===== src/hdl/sipb_pkg.sv =====
// Shared types, packet constants and byte/CRC functions of the SCTP INIT probe builder.
// Used by every module of the block; depends on nothing else.
package sipb_pkg;

	localparam int PKT_LEN = 48;
	localparam int IDX_W = 6;
	localparam int QCNT_W = 2;

	localparam logic [31:0] CRC_POLY = 32'h82F6_3B78;
	localparam logic [31:0] CRC_INIT = 32'hFFFF_FFFF;

	localparam logic [7:0]  CHUNK_INIT       = 8'h01;
	localparam logic [15:0] INIT_CHUNK_LEN   = 16'd36;
	localparam logic [15:0] PARAM_ADDR_TYPES = 16'h000C;
	localparam logic [15:0] PARAM_ADDR_LEN   = 16'd6;
	localparam logic [15:0] ADDR_TYPE_IPV4   = 16'h0005;
	localparam logic [15:0] PARAM_ECN        = 16'h8000;
	localparam logic [15:0] PARAM_FWD_TSN    = 16'hC000;
	localparam logic [15:0] PARAM_EMPTY_LEN  = 16'd4;

	localparam logic [31:0] RWND_RESET    = 32'd106496;
	localparam logic [15:0] OUT_STR_RESET = 16'd10;
	localparam logic [15:0] IN_STR_RESET  = 16'd65535;

	localparam logic [1:0] REG_RECEIVE_WINDOW   = 2'd0;
	localparam logic [1:0] REG_OUTBOUND_STREAMS = 2'd1;
	localparam logic [1:0] REG_INBOUND_STREAMS  = 2'd2;

	typedef struct packed {
		logic [15:0] source_port;
		logic [15:0] dest_port;
		logic [31:0] init_tag;
		logic [31:0] first_tsn;
	} req_t;

	typedef struct packed {
		logic [7:0]       data_byte;
		logic [IDX_W-1:0] byte_index;
		logic             last;
	} rsp_t;

	typedef struct packed {
		logic [31:0] receive_window;
		logic [15:0] outbound_streams;
		logic [15:0] inbound_streams;
	} cfg_t;

	typedef struct packed {
		req_t        probe;
		logic [31:0] crc;
	} qent_t;

	// One CRC32c step over a byte, LSB first.
	function automatic logic [31:0] crc32c_byte(input logic [31:0] crc, input logic [7:0] b);
		logic [31:0] c;
		c = crc ^ {24'h0, b};
		for (int k = 0; k < 8; k++) begin
			c = c[0] ? ((c >> 1) ^ CRC_POLY) : (c >> 1);
		end
		return c;
	endfunction

	// Byte at position idx of the packet; crc fills the checksum bytes.
	function automatic logic [7:0] pkt_byte(input req_t p, input cfg_t cfg,
			input logic [31:0] crc, input logic [IDX_W-1:0] idx);
		logic [7:0] b;
		case (idx)
			6'd0:  b = p.source_port[15:8];
			6'd1:  b = p.source_port[7:0];
			6'd2:  b = p.dest_port[15:8];
			6'd3:  b = p.dest_port[7:0];
			6'd8:  b = crc[7:0];
			6'd9:  b = crc[15:8];
			6'd10: b = crc[23:16];
			6'd11: b = crc[31:24];
			6'd12: b = CHUNK_INIT;
			6'd14: b = INIT_CHUNK_LEN[15:8];
			6'd15: b = INIT_CHUNK_LEN[7:0];
			6'd16: b = p.init_tag[31:24];
			6'd17: b = p.init_tag[23:16];
			6'd18: b = p.init_tag[15:8];
			6'd19: b = p.init_tag[7:0];
			6'd20: b = cfg.receive_window[31:24];
			6'd21: b = cfg.receive_window[23:16];
			6'd22: b = cfg.receive_window[15:8];
			6'd23: b = cfg.receive_window[7:0];
			6'd24: b = cfg.outbound_streams[15:8];
			6'd25: b = cfg.outbound_streams[7:0];
			6'd26: b = cfg.inbound_streams[15:8];
			6'd27: b = cfg.inbound_streams[7:0];
			6'd28: b = p.first_tsn[31:24];
			6'd29: b = p.first_tsn[23:16];
			6'd30: b = p.first_tsn[15:8];
			6'd31: b = p.first_tsn[7:0];
			6'd32: b = PARAM_ADDR_TYPES[15:8];
			6'd33: b = PARAM_ADDR_TYPES[7:0];
			6'd34: b = PARAM_ADDR_LEN[15:8];
			6'd35: b = PARAM_ADDR_LEN[7:0];
			6'd36: b = ADDR_TYPE_IPV4[15:8];
			6'd37: b = ADDR_TYPE_IPV4[7:0];
			6'd40: b = PARAM_ECN[15:8];
			6'd41: b = PARAM_ECN[7:0];
			6'd42: b = PARAM_EMPTY_LEN[15:8];
			6'd43: b = PARAM_EMPTY_LEN[7:0];
			6'd44: b = PARAM_FWD_TSN[15:8];
			6'd45: b = PARAM_FWD_TSN[7:0];
			6'd46: b = PARAM_EMPTY_LEN[15:8];
			6'd47: b = PARAM_EMPTY_LEN[7:0];
			default: b = 8'h00;
		endcase
		return b;
	endfunction

endpackage


===== src/hdl/sipb_front.sv =====
// Front end: accepts a probe request and runs the CRC32c over its packet, one byte a cycle.
// Depends on sipb_pkg; pushes finished requests with their checksum into sipb_queue.
module sipb_front (
	input  logic            clk,
	input  logic            arst_n,
	input  logic            req_valid,
	output logic            req_stall,
	input  sipb_pkg::req_t  req,
	input  sipb_pkg::cfg_t  cfg,
	input  logic            q_full,
	output logic            q_push,
	output sipb_pkg::qent_t q_wdata
);

	typedef enum logic [2:0] {
		F_IDLE = 3'b001,
		F_CALC = 3'b010,
		F_PUSH = 3'b100
	} fstate_t;

	fstate_t                    state_q;
	sipb_pkg::req_t             item_q;
	logic [sipb_pkg::IDX_W-1:0] cnt_q;
	logic [31:0]                crc_q;

	logic        last_calc;
	logic [31:0] crc_next;
	logic        accept;

	assign crc_next  = sipb_pkg::crc32c_byte(crc_q,
		sipb_pkg::pkt_byte(item_q, cfg, 32'h0, cnt_q));
	assign last_calc = (state_q == F_CALC) && (cnt_q == sipb_pkg::IDX_W'(sipb_pkg::PKT_LEN - 1));

	// A new request can enter in the same cycle the previous one leaves for the queue.
	always_comb begin
		q_push  = 1'b0;
		q_wdata = '{probe: item_q, crc: crc_q};
		case (state_q)
			F_CALC: begin
				q_push  = last_calc && !q_full;
				q_wdata = '{probe: item_q, crc: ~crc_next};
			end
			F_PUSH: q_push = !q_full;
			default: q_push = 1'b0;
		endcase
	end

	assign req_stall = !((state_q == F_IDLE) || q_push);
	assign accept    = req_valid && !req_stall;

	always_ff @(posedge clk or negedge arst_n) begin
		if (!arst_n) begin
			state_q <= F_IDLE;
		end else begin
			case (state_q)
				F_IDLE: if (accept) state_q <= F_CALC;
				F_CALC: begin
					if (last_calc) begin
						if (q_push) state_q <= accept ? F_CALC : F_IDLE;
						else state_q <= F_PUSH;
					end
				end
				F_PUSH: if (q_push) state_q <= accept ? F_CALC : F_IDLE;
				default: state_q <= F_IDLE;
			endcase
		end
	end

	always_ff @(posedge clk) begin
		if (accept) begin
			item_q <= req;
			cnt_q  <= '0;
			crc_q  <= sipb_pkg::CRC_INIT;
		end else if (state_q == F_CALC) begin
			cnt_q <= cnt_q + 1'b1;
			crc_q <= last_calc ? ~crc_next : crc_next;
		end
	end

endmodule


===== src/hdl/sipb_queue.sv =====
// Two-entry queue between the checksum front end and the byte emitter.
// Depends on sipb_pkg for the entry type.
module sipb_queue (
	input  logic            clk,
	input  logic            arst_n,
	input  logic            push,
	input  sipb_pkg::qent_t wdata,
	output logic            full,
	input  logic            pop,
	output logic            nonempty,
	output sipb_pkg::qent_t rdata
);

	sipb_pkg::qent_t             mem_q [2];
	logic                        wptr_q;
	logic                        rptr_q;
	logic [sipb_pkg::QCNT_W-1:0] count_q;

	assign full     = (count_q == sipb_pkg::QCNT_W'(2));
	assign nonempty = (count_q != '0);
	assign rdata    = mem_q[rptr_q];

	always_ff @(posedge clk or negedge arst_n) begin
		if (!arst_n) begin
			wptr_q  <= 1'b0;
			rptr_q  <= 1'b0;
			count_q <= '0;
		end else begin
			if (push) wptr_q <= ~wptr_q;
			if (pop) rptr_q <= ~rptr_q;
			if (push && !pop) count_q <= count_q + 1'b1;
			else if (pop && !push) count_q <= count_q - 1'b1;
		end
	end

	always_ff @(posedge clk) begin
		if (push) mem_q[wptr_q] <= wdata;
	end

	a_no_overflow: assert property (@(posedge clk) disable iff (!arst_n)
		push |-> (!full || pop))
		else $error("queue pushed while full");

	a_no_underflow: assert property (@(posedge clk) disable iff (!arst_n)
		pop |-> nonempty)
		else $error("queue popped while empty");

endmodule


===== src/hdl/sipb_back.sv =====
// Back end: takes a request with its checksum from the queue and emits its 48 bytes.
// Depends on sipb_pkg for the packet byte function and types.
module sipb_back (
	input  logic            clk,
	input  logic            arst_n,
	input  logic            q_nonempty,
	input  sipb_pkg::qent_t q_rdata,
	output logic            q_pop,
	input  sipb_pkg::cfg_t  cfg,
	output logic            rsp_valid,
	input  logic            rsp_stall,
	output sipb_pkg::rsp_t  rsp
);

	logic                       active_q;
	sipb_pkg::qent_t            cur_q;
	logic [sipb_pkg::IDX_W-1:0] idx_q;

	logic taken;
	logic at_end;

	assign at_end    = (idx_q == sipb_pkg::IDX_W'(sipb_pkg::PKT_LEN - 1));
	assign taken     = active_q && !rsp_stall;
	assign q_pop     = q_nonempty && (!active_q || (taken && at_end));
	assign rsp_valid = active_q;
	assign rsp       = '{data_byte:  sipb_pkg::pkt_byte(cur_q.probe, cfg, cur_q.crc, idx_q),
	                     byte_index: idx_q,
	                     last:       at_end};

	always_ff @(posedge clk or negedge arst_n) begin
		if (!arst_n) begin
			active_q <= 1'b0;
		end else if (q_pop) begin
			active_q <= 1'b1;
		end else if (taken && at_end) begin
			active_q <= 1'b0;
		end
	end

	always_ff @(posedge clk) begin
		if (q_pop) begin
			cur_q <= q_rdata;
			idx_q <= '0;
		end else if (taken) begin
			idx_q <= idx_q + 1'b1;
		end
	end

	a_index_steps: assert property (@(posedge clk) disable iff (!arst_n)
		(rsp_valid && !rsp_stall && !rsp.last) |=>
			(rsp_valid && rsp.byte_index == $past(rsp.byte_index) + 1'b1))
		else $error("byte index did not advance by one");

	a_packet_starts_at_zero: assert property (@(posedge clk) disable iff (!arst_n)
		q_pop |=> (rsp_valid && rsp.byte_index == '0))
		else $error("new packet did not start at byte zero");

endmodule


===== src/hdl/sctp_init_probe_builder.sv =====
// Top level of the SCTP INIT probe builder: configuration registers and the three stages.
// Depends on sipb_pkg, sipb_front, sipb_queue and sipb_back.

// Each request (source port, destination port, initiate tag, initial TSN) turns into
// the 48-byte SCTP part of an INIT probe, sent one byte per transfer on the rsp channel
// with its position and a last flag on byte 47. The CRC32c in bytes 8..11 covers the
// whole packet, so the front end first walks all 48 bytes through a byte-wide CRC
// step, one byte a cycle, and then hands the request and its checksum to a two-entry
// queue. The back end drains the queue and sends one byte a cycle while rsp
// is not stalled. Front and back overlap, so with no stall on rsp the block
// emits a byte every cycle and takes the next request while the previous packet
// is still being sent. The CRC byte step and the byte rate of rsp both limit the
// request rate. Configuration registers sit on an APB port at byte addresses
// 0 (receive window), 4 (outbound streams) and 8 (inbound streams); they are read
// live by both stages and must be written only while no probe is in flight.
module sctp_init_probe_builder (
	input  logic           clk,
	input  logic           arst_n,
	input  logic           req_valid,
	output logic           req_stall,
	input  sipb_pkg::req_t req,
	output logic           rsp_valid,
	input  logic           rsp_stall,
	output sipb_pkg::rsp_t rsp,
	input  logic           psel,
	input  logic           penable,
	input  logic           pwrite,
	input  logic [3:0]     paddr,
	input  logic [31:0]    pwdata,
	output logic [31:0]    prdata,
	output logic           pready
);

	sipb_pkg::cfg_t  cfg_q;
	logic            wr_en;
	logic [1:0]      reg_sel;

	logic            q_push;
	logic            q_pop;
	logic            q_full;
	logic            q_nonempty;
	sipb_pkg::qent_t q_wdata;
	sipb_pkg::qent_t q_rdata;

	// Register index is the word address; the unused fourth slot ignores writes
	// and reads as zero.
	assign pready  = 1'b1;
	assign reg_sel = paddr[3:2];
	assign wr_en   = psel && penable && pwrite && pready;

	always_ff @(posedge clk or negedge arst_n) begin
		if (!arst_n) begin
			cfg_q.receive_window   <= sipb_pkg::RWND_RESET;
			cfg_q.outbound_streams <= sipb_pkg::OUT_STR_RESET;
			cfg_q.inbound_streams  <= sipb_pkg::IN_STR_RESET;
		end else if (wr_en) begin
			case (reg_sel)
				sipb_pkg::REG_RECEIVE_WINDOW:   cfg_q.receive_window   <= pwdata;
				sipb_pkg::REG_OUTBOUND_STREAMS: cfg_q.outbound_streams <= pwdata[15:0];
				sipb_pkg::REG_INBOUND_STREAMS:  cfg_q.inbound_streams  <= pwdata[15:0];
				default: ;
			endcase
		end
	end

	always_comb begin
		case (reg_sel)
			sipb_pkg::REG_RECEIVE_WINDOW:   prdata = cfg_q.receive_window;
			sipb_pkg::REG_OUTBOUND_STREAMS: prdata = {16'h0, cfg_q.outbound_streams};
			sipb_pkg::REG_INBOUND_STREAMS:  prdata = {16'h0, cfg_q.inbound_streams};
			default:                        prdata = 32'h0;
		endcase
	end

	// The front end computes the checksum for one request while the back end is
	// still sending the previous packet.
	sipb_front u_front (
		.clk       (clk),
		.arst_n    (arst_n),
		.req_valid (req_valid),
		.req_stall (req_stall),
		.req       (req),
		.cfg       (cfg_q),
		.q_full    (q_full),
		.q_push    (q_push),
		.q_wdata   (q_wdata)
	);

	sipb_queue u_queue (
		.clk      (clk),
		.arst_n   (arst_n),
		.push     (q_push),
		.wdata    (q_wdata),
		.full     (q_full),
		.pop      (q_pop),
		.nonempty (q_nonempty),
		.rdata    (q_rdata)
	);

	// The back end holds the current packet and byte index in registers, so the
	// byte on rsp stays put while rsp is stalled.
	sipb_back u_back (
		.clk        (clk),
		.arst_n     (arst_n),
		.q_nonempty (q_nonempty),
		.q_rdata    (q_rdata),
		.q_pop      (q_pop),
		.cfg        (cfg_q),
		.rsp_valid  (rsp_valid),
		.rsp_stall  (rsp_stall),
		.rsp        (rsp)
	);

endmodule


===== config.mk =====
export PLATFORM = sky130hd
export DESIGN_NAME = sctp_init_probe_builder
export DESIGN_NICKNAME = d
export VERILOG_FILES = /design/src/hdl/sipb_pkg.sv /design/src/hdl/sipb_front.sv /design/src/hdl/sipb_queue.sv /design/src/hdl/sipb_back.sv /design/src/hdl/sctp_init_probe_builder.sv
export SDC_FILE = /design/constraint.sdc
export NUM_CORES = 1
export LEC_CHECK = 0
export BUFFER_PORTS_ARGS = -buffer_cell sky130_fd_sc_hd__buf_2
export CAP_MARGIN = 20
export CORE_AREA = 4 4 212 214
export CTS_BUF_LIST = sky130_fd_sc_hd__clkbuf_16
export DETAILED_ROUTE_END_ITERATION = 12
export DIE_AREA = 0 0 216 218
export PLACE_DENSITY = 0.77
export SKIP_CTS_REPAIR_TIMING = 1
export SLEW_MARGIN = 20
export SYNTH_ARGS = -nofsm -noshare
export SYNTH_HDL_FRONTEND = slang
export SYNTH_SLANG_ARGS = --single-unit

===== constraint.sdc =====
create_clock -name clk -period 13.1 [get_ports clk]
set_input_delay 2.62 -clock clk [delete_from_list [all_inputs] [get_ports clk]]
set_output_delay 2.62 -clock clk [all_outputs]
set_load 0.01 [all_outputs]

# Yosys cells after proc, flatten, opt, wreduce, memory -nomap -nowiden
# Memories as Yosys holds them, arrays and structs flattened. A register that Yosys moved wholly into a read port is not among the register bits.
# Index checks and enable logic that the tools add are counted.
dict set report totals {
  regBits 212
  ram_bits 256
  input_bits 139
  out_inout_bits 50
  mem_count 1
}
dict set report op_classes {
  n_addsub 4
  n_eq_ne 69
  mux 26
  bitwise 12
  reduce_logical 30
}
# name words width rd rd_clocked_by_memory_dff wr line_no
set memory_table {}
lappend memory_table {u_queue.mem_q 2 128 1 1 1 sipb_queue.sv:14} ;# sipb_pkg::qent_t mem_q [2];
# operator count
set ops {}
lappend ops {{$mux 32} 10}
lappend ops {{$pmux 8 s32} 1}
lappend ops {{$pmux 8 s28} 1}
lappend ops {{$eq 6x5->1 const B} 32}
lappend ops {{$not 16->17} 8}
lappend ops {{$pmux 32 s3} 1}
lappend ops {{$eq 6x6->1 const B} 14}
lappend ops {{$eq 6x4->1 const B} 8}
lappend ops {{$not 32->32} 1}
lappend ops {{$xor 32x8->32} 1}
lappend ops {{$eq 6x2->1 const B} 4}
lappend ops {{$add 6x1->6 const B} 2}
lappend ops {{$eq 6x1->1 const B} 2}
lappend ops {{$logic_not 6->1} 2}
lappend ops {{$mux 3} 4}
lappend ops {{$logic_and 1x1->1} 10}
lappend ops {{$pmux 3 s3} 1}
lappend ops {{$logic_not 1->1} 6}
lappend ops {{$mux 2} 3}
lappend ops {{$ne 2x1->1 const B} 3}
lappend ops {{$reduce_and 2->1} 3}
lappend ops {{$reduce_bool 2->1} 3}
lappend ops {{$eq 2x2->1 const B} 2}
lappend ops {{$mux 1} 4}
lappend ops {{12 further kinds} 15}

# Longest topological paths before layout
# Gate-level depths: netlist (run 1).
dict set report depth {
  depth_word 22
  mapped_depth 15
  depth_no_buf 12
}

# Hierarchy
# Synthesis (run 1) repeated with hierarchy kept, for this count alone.
dict set report hier_totals {
  hier_cells 1774
  area_unflattened_um2 26070.0
}
# module n_inst cells_each area_per_inst_um2 seq_area_each_um2
set modules_own_cells {}
lappend modules_own_cells {sipb_queue 1 414 9469.1 7787.5}
lappend modules_own_cells {sipb_front 1 721 7847.5 3719.8}
lappend modules_own_cells {sipb_back 1 427 5854.4 3988.8}
lappend modules_own_cells {sctp_init_probe_builder 1 212 2899.0 1627.8}

# Least setup slack after synthesis (run 1)
# No wires, ideal clock.
dict set report synth_timing {
  kind {register -> register}
  start {register u_front.cnt_q[0] (netlist bit)}
  end {memory u_queue.mem_q[0][0] (netlist bit), enable pin}
  setup_ps 773
  t_arrival_ps 10458
  required_time_ps 12327
  setup_slack_ps 1869
  stages_incl_launch_ff 10
  path_buffers 4
  path_cell_list {dfxtp_1 > ha_1 > buf_2 > buf_2 > buf_2 > and3_1 > clkbuf_1 > a21oi_1 > or2_2 > nor3_1}
}
dict set report synth_via {
  elab_chain_len 6
}
# element line_no
set synth_lines {}
lappend synth_lines {{from (decl)} sipb_front.sv:23} ;# logic [sipb_pkg::IDX_W-1:0] cnt_q;
lappend synth_lines {{from (signal assigned)} sipb_front.sv:75} ;# cnt_q <= cnt_q + 1'b1;
lappend synth_lines {{$eq 6x6->1} sipb_front.sv:32} ;# assign last_calc = (state_q == F_CALC) && (cnt_q == sipb_pkg::IDX_W'(sipb_pkg::PKT_LEN - 1));
lappend synth_lines {{$logic_and 1x1->1} sipb_front.sv:32}
lappend synth_lines {{$logic_and 1x1->1} sipb_front.sv:40} ;# q_push = last_calc && !q_full;
lappend synth_lines {{$pmux 1 s2} sipb_front.sv:38} ;# case (state_q)
lappend synth_lines {{$mux 1} sipb_queue.sv:37} ;# if (push) mem_q[wptr_q] <= wdata;
lappend synth_lines {{$mux 1 (implied by the code)} sipb_queue.sv:37}
lappend synth_lines {{to (decl)} sipb_queue.sv:14}
# No other way between the ends.

# Final worst setup path (run 1)
dict set report layout_timing {
  start {input port paddr[3]}
  end {output port prdata[1]}
}
dict set report layout_via {
  elab_chain_len 2
}
# element line_no
set layout_lines {}
lappend layout_lines {{from (decl)} sctp_init_probe_builder.sv:28} ;# input logic [3:0] paddr,
lappend layout_lines {{$eq 2x2->1, or another cell as far along} sctp_init_probe_builder.sv:67} ;# case (reg_sel)
lappend layout_lines {{$pmux 32 s3 (*)} sctp_init_probe_builder.sv:67}
lappend layout_lines {{to (decl)} sctp_init_probe_builder.sv:30} ;# output logic [31:0] prdata,
# Every way passes the cells marked *; elsewhere a longest branch is shown, timed or not.

==> results of run 1 <==
==> layout by cell type (no fill, tap or decap), types with 25 or more instances in the layout <==
cell / n
a21oi_1: 41
a221oi_1: 29
a22oi_1: 75
buf_2: 184
buf_4: 30
clkbuf_16: 57
dfrtp_1: 49
dfxtp_1: 44
edfxtp_1: 480
inv_1: 25
mux2_2: 193
mux2i_1: 30
nand2_1: 64
nor2_1: 84
o21ai_0: 36
xnor2_1: 56
xor2_1: 35
==> power groups by stage <==
| stage | Combinational [mW] | Clock, mW | Sequential (mW) |
|---|---|---|---|
| finish | 1.71 | 1.58 | 2.51 |
| CTS | 1.71 | 1.60 | 2.50 |
| floorplan | 1.29 | 0 | 2.46 |
| detailed placement | 1.69 | 0 | 2.54 |
| global placement | 1.66 | 0 | 2.53 |
| global route | 1.83 | 1.69 | 2.53 |
==> cell type report <==
type / count / area share (%)
Clock buffer: 57 / 4.96
Inverter: 16 / 0.217
Sequential cell: 596 / 59.5
Tap cell: 585 / 2.54
Clock inverter: 51 / 1.30
Timing Repair Buffer: 214 / 3.98
Antenna cell: 1 / 0.00869
Multi-Input combinational cell: 943 / 27.5
==> worst reg2reg max path, delay by kind of cell (launching register included) <==
| kind | cells | cell delay, ns |
|---|---|---|
| AO/OA/AOI/OAI | 2 | 0.55 |
| XOR/XNOR | 4 | 1.56 |
| adder cells (fa/ha/maj) | 1 | 0.74 |
| buffers and inverters | 1 | 0.11 |
| flip-flops | 1 | 0.36 |
| AND/OR/NAND/NOR | 4 | 1.29 |
==> routing by layer <==
metal	wire, um	share of wire (%)	track usage (%)	vias to the layer above
li1	-	-	-	6726
met4	3070	4.2	11.9	4
met1	30800	42	45.4	8043
met2	33300	45	47.4	801
met5	27	0.037	0	-
met3	6430	8.7	5.41	142
==> flip-flops by register name, summed over array words and instances (netlist names), 2 cells and up <==
name / cells
u_front.item_q: 96
u_back.idx_q: 6
u_back.cur_q: 128
cfg_q: 64
u_front.cnt_q: 6
u_queue.mem_q: 256
u_queue.count_q: 2
u_front.state_q: 3
u_front.crc_q: 32
==> cells by family after synthesis <==
family                     share of synthesized area (%)
other                                             0.0147
AOI/OAI and AO/OA                                   8.34
DFF                                                 67.2
muxes                                               9.88
and+or+nand+nor                                     6.02
xor gates and xnor gates                            6.13
adders and majority gates                          0.442
buffers and inverters                               1.97
==> how the worst max path moves through the flow <==
stage | from | endpoint | slack [ns]
after detailed placement | paddr[3] | prdata[1] | 6.18
final | paddr[3] | prdata[1] | 6.44
after floorplan | u_front.cnt_q[0] | u_queue.mem_q[0][0] | 1.87
after global placement | paddr[2] | prdata[10] | 6.22
after CTS | paddr[3] | prdata[1] | 6.18
after global routing | paddr[3] | prdata[1] | 6.36
==> metrics by stage <==
stage,utilization (%),power [mW],worst slack (ns),instance area (sq um),hold WS [ns]
final,67.1,5.81,6.44,28800,0.475
after global routing,67.1,6.05,6.36,28800,0.488
after CTS,67.1,5.81,6.18,28800,0.476
after detailed placement,62.9,4.23,6.18,27000,0.464
after global placement,62.9,4.19,6.22,27000,0.453
after floorplan,-,3.75,1.87,25500,0.436
==> results.cfg, run 1 <==
[pwr]
p_sw_mw = 1.87
switching_share_pct = 32.2
clkPwrFrac_pct = 27.2
vdd_drop_max_uv = 148
pwr-share-comb_pct = 29.5
internal_power_mw = 3.94
pwr-share-seq_pct = 43.3
p_per_area_nw_per_um2 = 202
leakage_nw = 10.1

[critical_path]
arrival_ns = 4.04
cp_num_cells = 5
r2r-end = u_queue.mem_q[0][25]
crit_type = input pin to output port
crit_path_cell_trace = buf_2 > nor2b_2 > nand2_1 > o21ai_0 > buf_2
cp_top_family = simple AND/OR/NAND/NOR gates
cpMaxStageDelayCell = nor2b_2
r2r-start = u_front.cnt_q[0]
startpoint_type = input pin
cp.buffers_inverters = 2
worst_setup_path_end_kind = output port
cpPeakStageDelay_ns = 0.64
worstPathMaxFanout = 21
cpMostUsedCell = buf_2
reg2reg_depth = 12
crit_required_ns = 10.48
rrSetupSlack_ns = 8.18

[cts]
cts_sinks = 596
clock_latency_ns = 0.63
cts-root-buf = clkbuf_16
cts_tree = built
clock_path_buffers = 3
clk_pin_slew_ns = 0.06
numCtsBuffers = 57
cts.htree.levels = 2

[logic_synthesis]
synthTopCellsByCount = edfxtp_1, mux2_2, nor2_1
synth_area_leader_cell = edfxtp_1
ys_warn_count = 0
ys_ff_latch = 596
ys_types = 85
synth.top_cells.by_area = edfxtp_1, mux2_2, dfrtp_1, dfxtp_1, dfstp_2
synth_nets = 1789
ys.flop_type = edfxtp_1
synth_top_area_share_pct = 56.6
synth_area_sq_um = 25500
synth_most_common_cell = edfxtp_1
seq_area_frac_synth_pct = 67.2
ys_async_sr_fraction_pct = 12.1
syn_avg_cell_area_sq_um = 15.5
synth-edff-count = 480
synthCells = 1641

[die]
start_util_pct = 59.4
num_rows = 76
die-height_um = 218
die-area_sq_um = 47100
die_x_um = 216
ios = 189
core_sq_um = 42900

[global_routing]
grt_max_degree = 74
grt_usage_pct = 31.0
antenna_found_initial = 2
grt_pass1_wl_um = 106000
grt_overflow_total = 0
grt_pass1_vias = 15284

[cells_and_area]
regArea_sq_um = 17100
nNetsFinal = 1976
multi_input_area_sq_um = 7910
fillers = 2901
layout-drive-gt1-share_pct = 30.7
final_cells = 2463
syn2layout_area_growth_pct = 13.0

[placement]
port_buffers = 185
dp_hpwl_um = 51600
dp.cells = 2354
gp_congestion = 1.05

[status]
outcome = finished clean

[timing]
finalMaxSlewViolations = 0
relSlewSlack_pct = 21.0
clock_skew_ns = 0.0240
fmax_ghz = 0.150
hold_viol = 0
fin_crit_sh_pct = 50.8
fin_crit_ns = 6.66
tightest_slew_ns = 1.18
setup-tns-final_ns = 0
finalSetupViolations = 0
rsz0062_at_grt = false

[worst_hold_path]
hp-start = u_front.item_q[18]
whs_endpoint = u_queue.mem_q[1][50]
hp-class = flop to flop
hold_path_depth = 0

[routing]
routed_wl_um = 73700
antenna_left = 0
drtPass1Iterations = 5
vias = 15716
viasPerCell = 6.38
drtIter0Drc = 2337
wl_per_cell_um = 29.9
drc = 0

[job]
maxCapViolations = 0
Power figures use the tool's default switching activity.
==> inputs of run 2 (changes only) <==
- CORE_AREA: 4 4 212 214 -> 4 4 223 225
- DIE_AREA: 0 0 216 218 -> 0 0 227 229
- PLACE_DENSITY: 0.77 -> 0.73
- clock period: 13.1 -> 6.03 ns (I/O delays scaled with it)
==> run 2 against run 1 <==
  * Power up 120%
  * Hold slack about the same
  * Via count up 0.48%
  * Final area up 1.0%
  * Sequential cell count unchanged
  * Clock skew down 0.0079 ns
  * Global-route usage down 2.2 points
  * Setup slack worse by 5.4 ns
  * Sequential share of layout area down 0.60 points
  * Largest power group unchanged
==> results.cfg, run 2 (synthesis results as in run 1) <==
[global_routing]
grt_pass1_vias = 15356
grt_pass1_wl_um = 108000
grt_usage_pct = 28.9
grt_overflow_total = 0
use_met3_pct = 4.10
gr-usage-met1_pct = 42.6
met2_usage_pct = 44.3
busiest_layer = met2
grt_max_degree = 129
antenna_found_initial = 3

[die]
die-height_um = 229
num_rows = 80
start_util_pct = 53.6
ios = 189
die-area_sq_um = 52000
die_x_um = 227
core_sq_um = 47500

[worst_hold_path]
hp-class = flop to flop
whs_endpoint = u_queue.mem_q[0][127]
hold_path_depth = 0
hp-start = u_front.item_q[95]

[critical_path]
crit_required_ns = 4.82
r2r-end = u_queue.mem_q[1][25]
worstPathMaxFanout = 21
worst_setup_path_end_kind = output port
cp_top_family = simple AND/OR/NAND/NOR gates
cpMaxStageDelayCell = dfxtp_1
reg2reg_depth = 13
r2r-start = u_front.cnt_q[0]
cpMostUsedCell = nor2_1
crit_path_cell_trace = nor2_1 > nand2_1 > nor2_1 > buf_4 > a22o_1 > a221oi_1 > nand3_1 > nor2_1 > nand4_1 > buf_2
crit_type = flop to output port
arrival_ns = 3.83
cpPeakStageDelay_ns = 0.85
startpoint_type = flop
cp.buffers_inverters = 2
rrSetupSlack_ns = 1.33

[routing]
antenna_left = 0
routed_wl_um = 76300
drc = 0
vias = 15792
drtPass1Iterations = 6
viasPerCell = 6.31
drtIter0Drc = 1958
wl_per_cell_um = 30.5

[job]
maxCapViolations = 0

[cts]
clk_pin_slew_ns = 0.06
cts_tree = built
clock_path_buffers = 3
cts_sinks = 596
clock_latency_ns = 0.63
cts.htree.levels = 2
cts-root-buf = clkbuf_16
numCtsBuffers = 58

[cells_and_area]
max_flop_register = u_queue.mem_q
fin_util_pct = 61.2
syn2layout_area_growth_pct = 14.1
multi_input_area_sq_um = 7920
largest_register_ff_count = 256
n_antenna_cell = 0
reg.largest.list = u_queue.mem_q x256, u_back.cur_q x128, u_front.item_q x96
regArea_sq_um = 17100
postLayoutCellArea_sq_um = 29100
layout-drive-gt1-share_pct = 31.4
final_cells = 2503
fillers = 3506
nNetsFinal = 1986
final_common_cell = edfxtp_1
mostFrequentLayoutCells = edfxtp_1, mux2_2, buf_2

[placement]
dp.cells = 2392
dp_hpwl_um = 53800
port_buffers = 185
gp_congestion = 1.01
place_area_sq_um = 27100

[timing]
fin_crit_ns = 5.03
finalMaxSlewViolations = 0
setup-tns-final_ns = 0
rsz0062_at_grt = false
fmax_ghz = 0.199
tightest_slew_ns = 1.13
hold_viol = 0
fin_crit_sh_pct = 83.5
finalSetupViolations = 0
relSlewSlack_pct = 24.6
clock_skew_ns = 0.0161

[pwr]
leakage_nw = 10.2
vdd_drop_max_uv = 304
p_per_area_nw_per_um2 = 440
power_mw = 12.8

[status]
outcome = finished clean
run 2: changes by cell type in the layout (fill, tap and decap cells not counted), sizes merged:
cell	change
inv	+2
clkbuf	+1
clkinv	-2
bufinv	+2
clkinvlp	-1
diode	-1
buf	+9
run 2: how the worst max path moves through the flow:
stage / from / to / slack, ns / cells after the start
4_1_cts: u_back.idx_q[3] / rsp[9] / 1.04 / 7
5_1_grt: u_back.idx_q[2] / rsp[9] / 0.96 / 7
3_5_place_dp: u_front.cnt_q[0] / u_queue.mem_q[1][25] / 1.45 / 12
6_report: u_back.idx_q[5] / rsp[11] / 1.0 / 10
3_3_place_gp: u_front.cnt_q[0] / u_queue.mem_q[0][30] / 1.50 / 10
2_1_floorplan: u_front.cnt_q[0] / u_front.item_q[0] / 0.36 / 12
run 2: layout make-up:
cell class / count / share of cell area [%]
flip-flops and latches: 596 / 58.9
multi-input cells: 943 / 27.2
well taps: 615 / 2.65
inverters: 16 / 0.215
clock inverters: 52 / 1.59
clock buffers: 58 / 4.99
repair buffers: 223 / 4.41
run 2: report_power, final:
group          switching, mW  internal (mW)  leakage (nW)
combinational           2.12           1.64          3.68
clock                   1.54           2.02         0.980
sequential             0.454           5.02          5.53
run 2: worst reg2reg max path: stages (launching register included):
cell	delay (ns)
dfxtp_1	0.43
inv_1	0.10
ha_1	0.42
buf_4	0.32
a222oi_1	0.31
o32ai_1	0.21
a211oi_1	0.44
nand3_2	0.27
xor2_4	0.42
xnor2_4	0.21
xnor3_2	0.45
xor2_2	0.23
xor2_1	0.17
o21ai_1	0.43
run 2: stage by stage:
stage	setup WS, ns	hold slack [ns]
2_1_floorplan	0.355	0.436
3_3_place_gp	1.50	0.458
3_5_place_dp	1.45	0.462
4_1_cts	1.04	0.472
5_1_grt	0.956	0.490
6_report	0.996	0.475
run 2: routing by layer:
metal,vias to the layer above,wire (um)
met5,-,12
met4,2,3010
met3,138,5920
met2,773,35100
met1,8158,32300
li1,6721,-
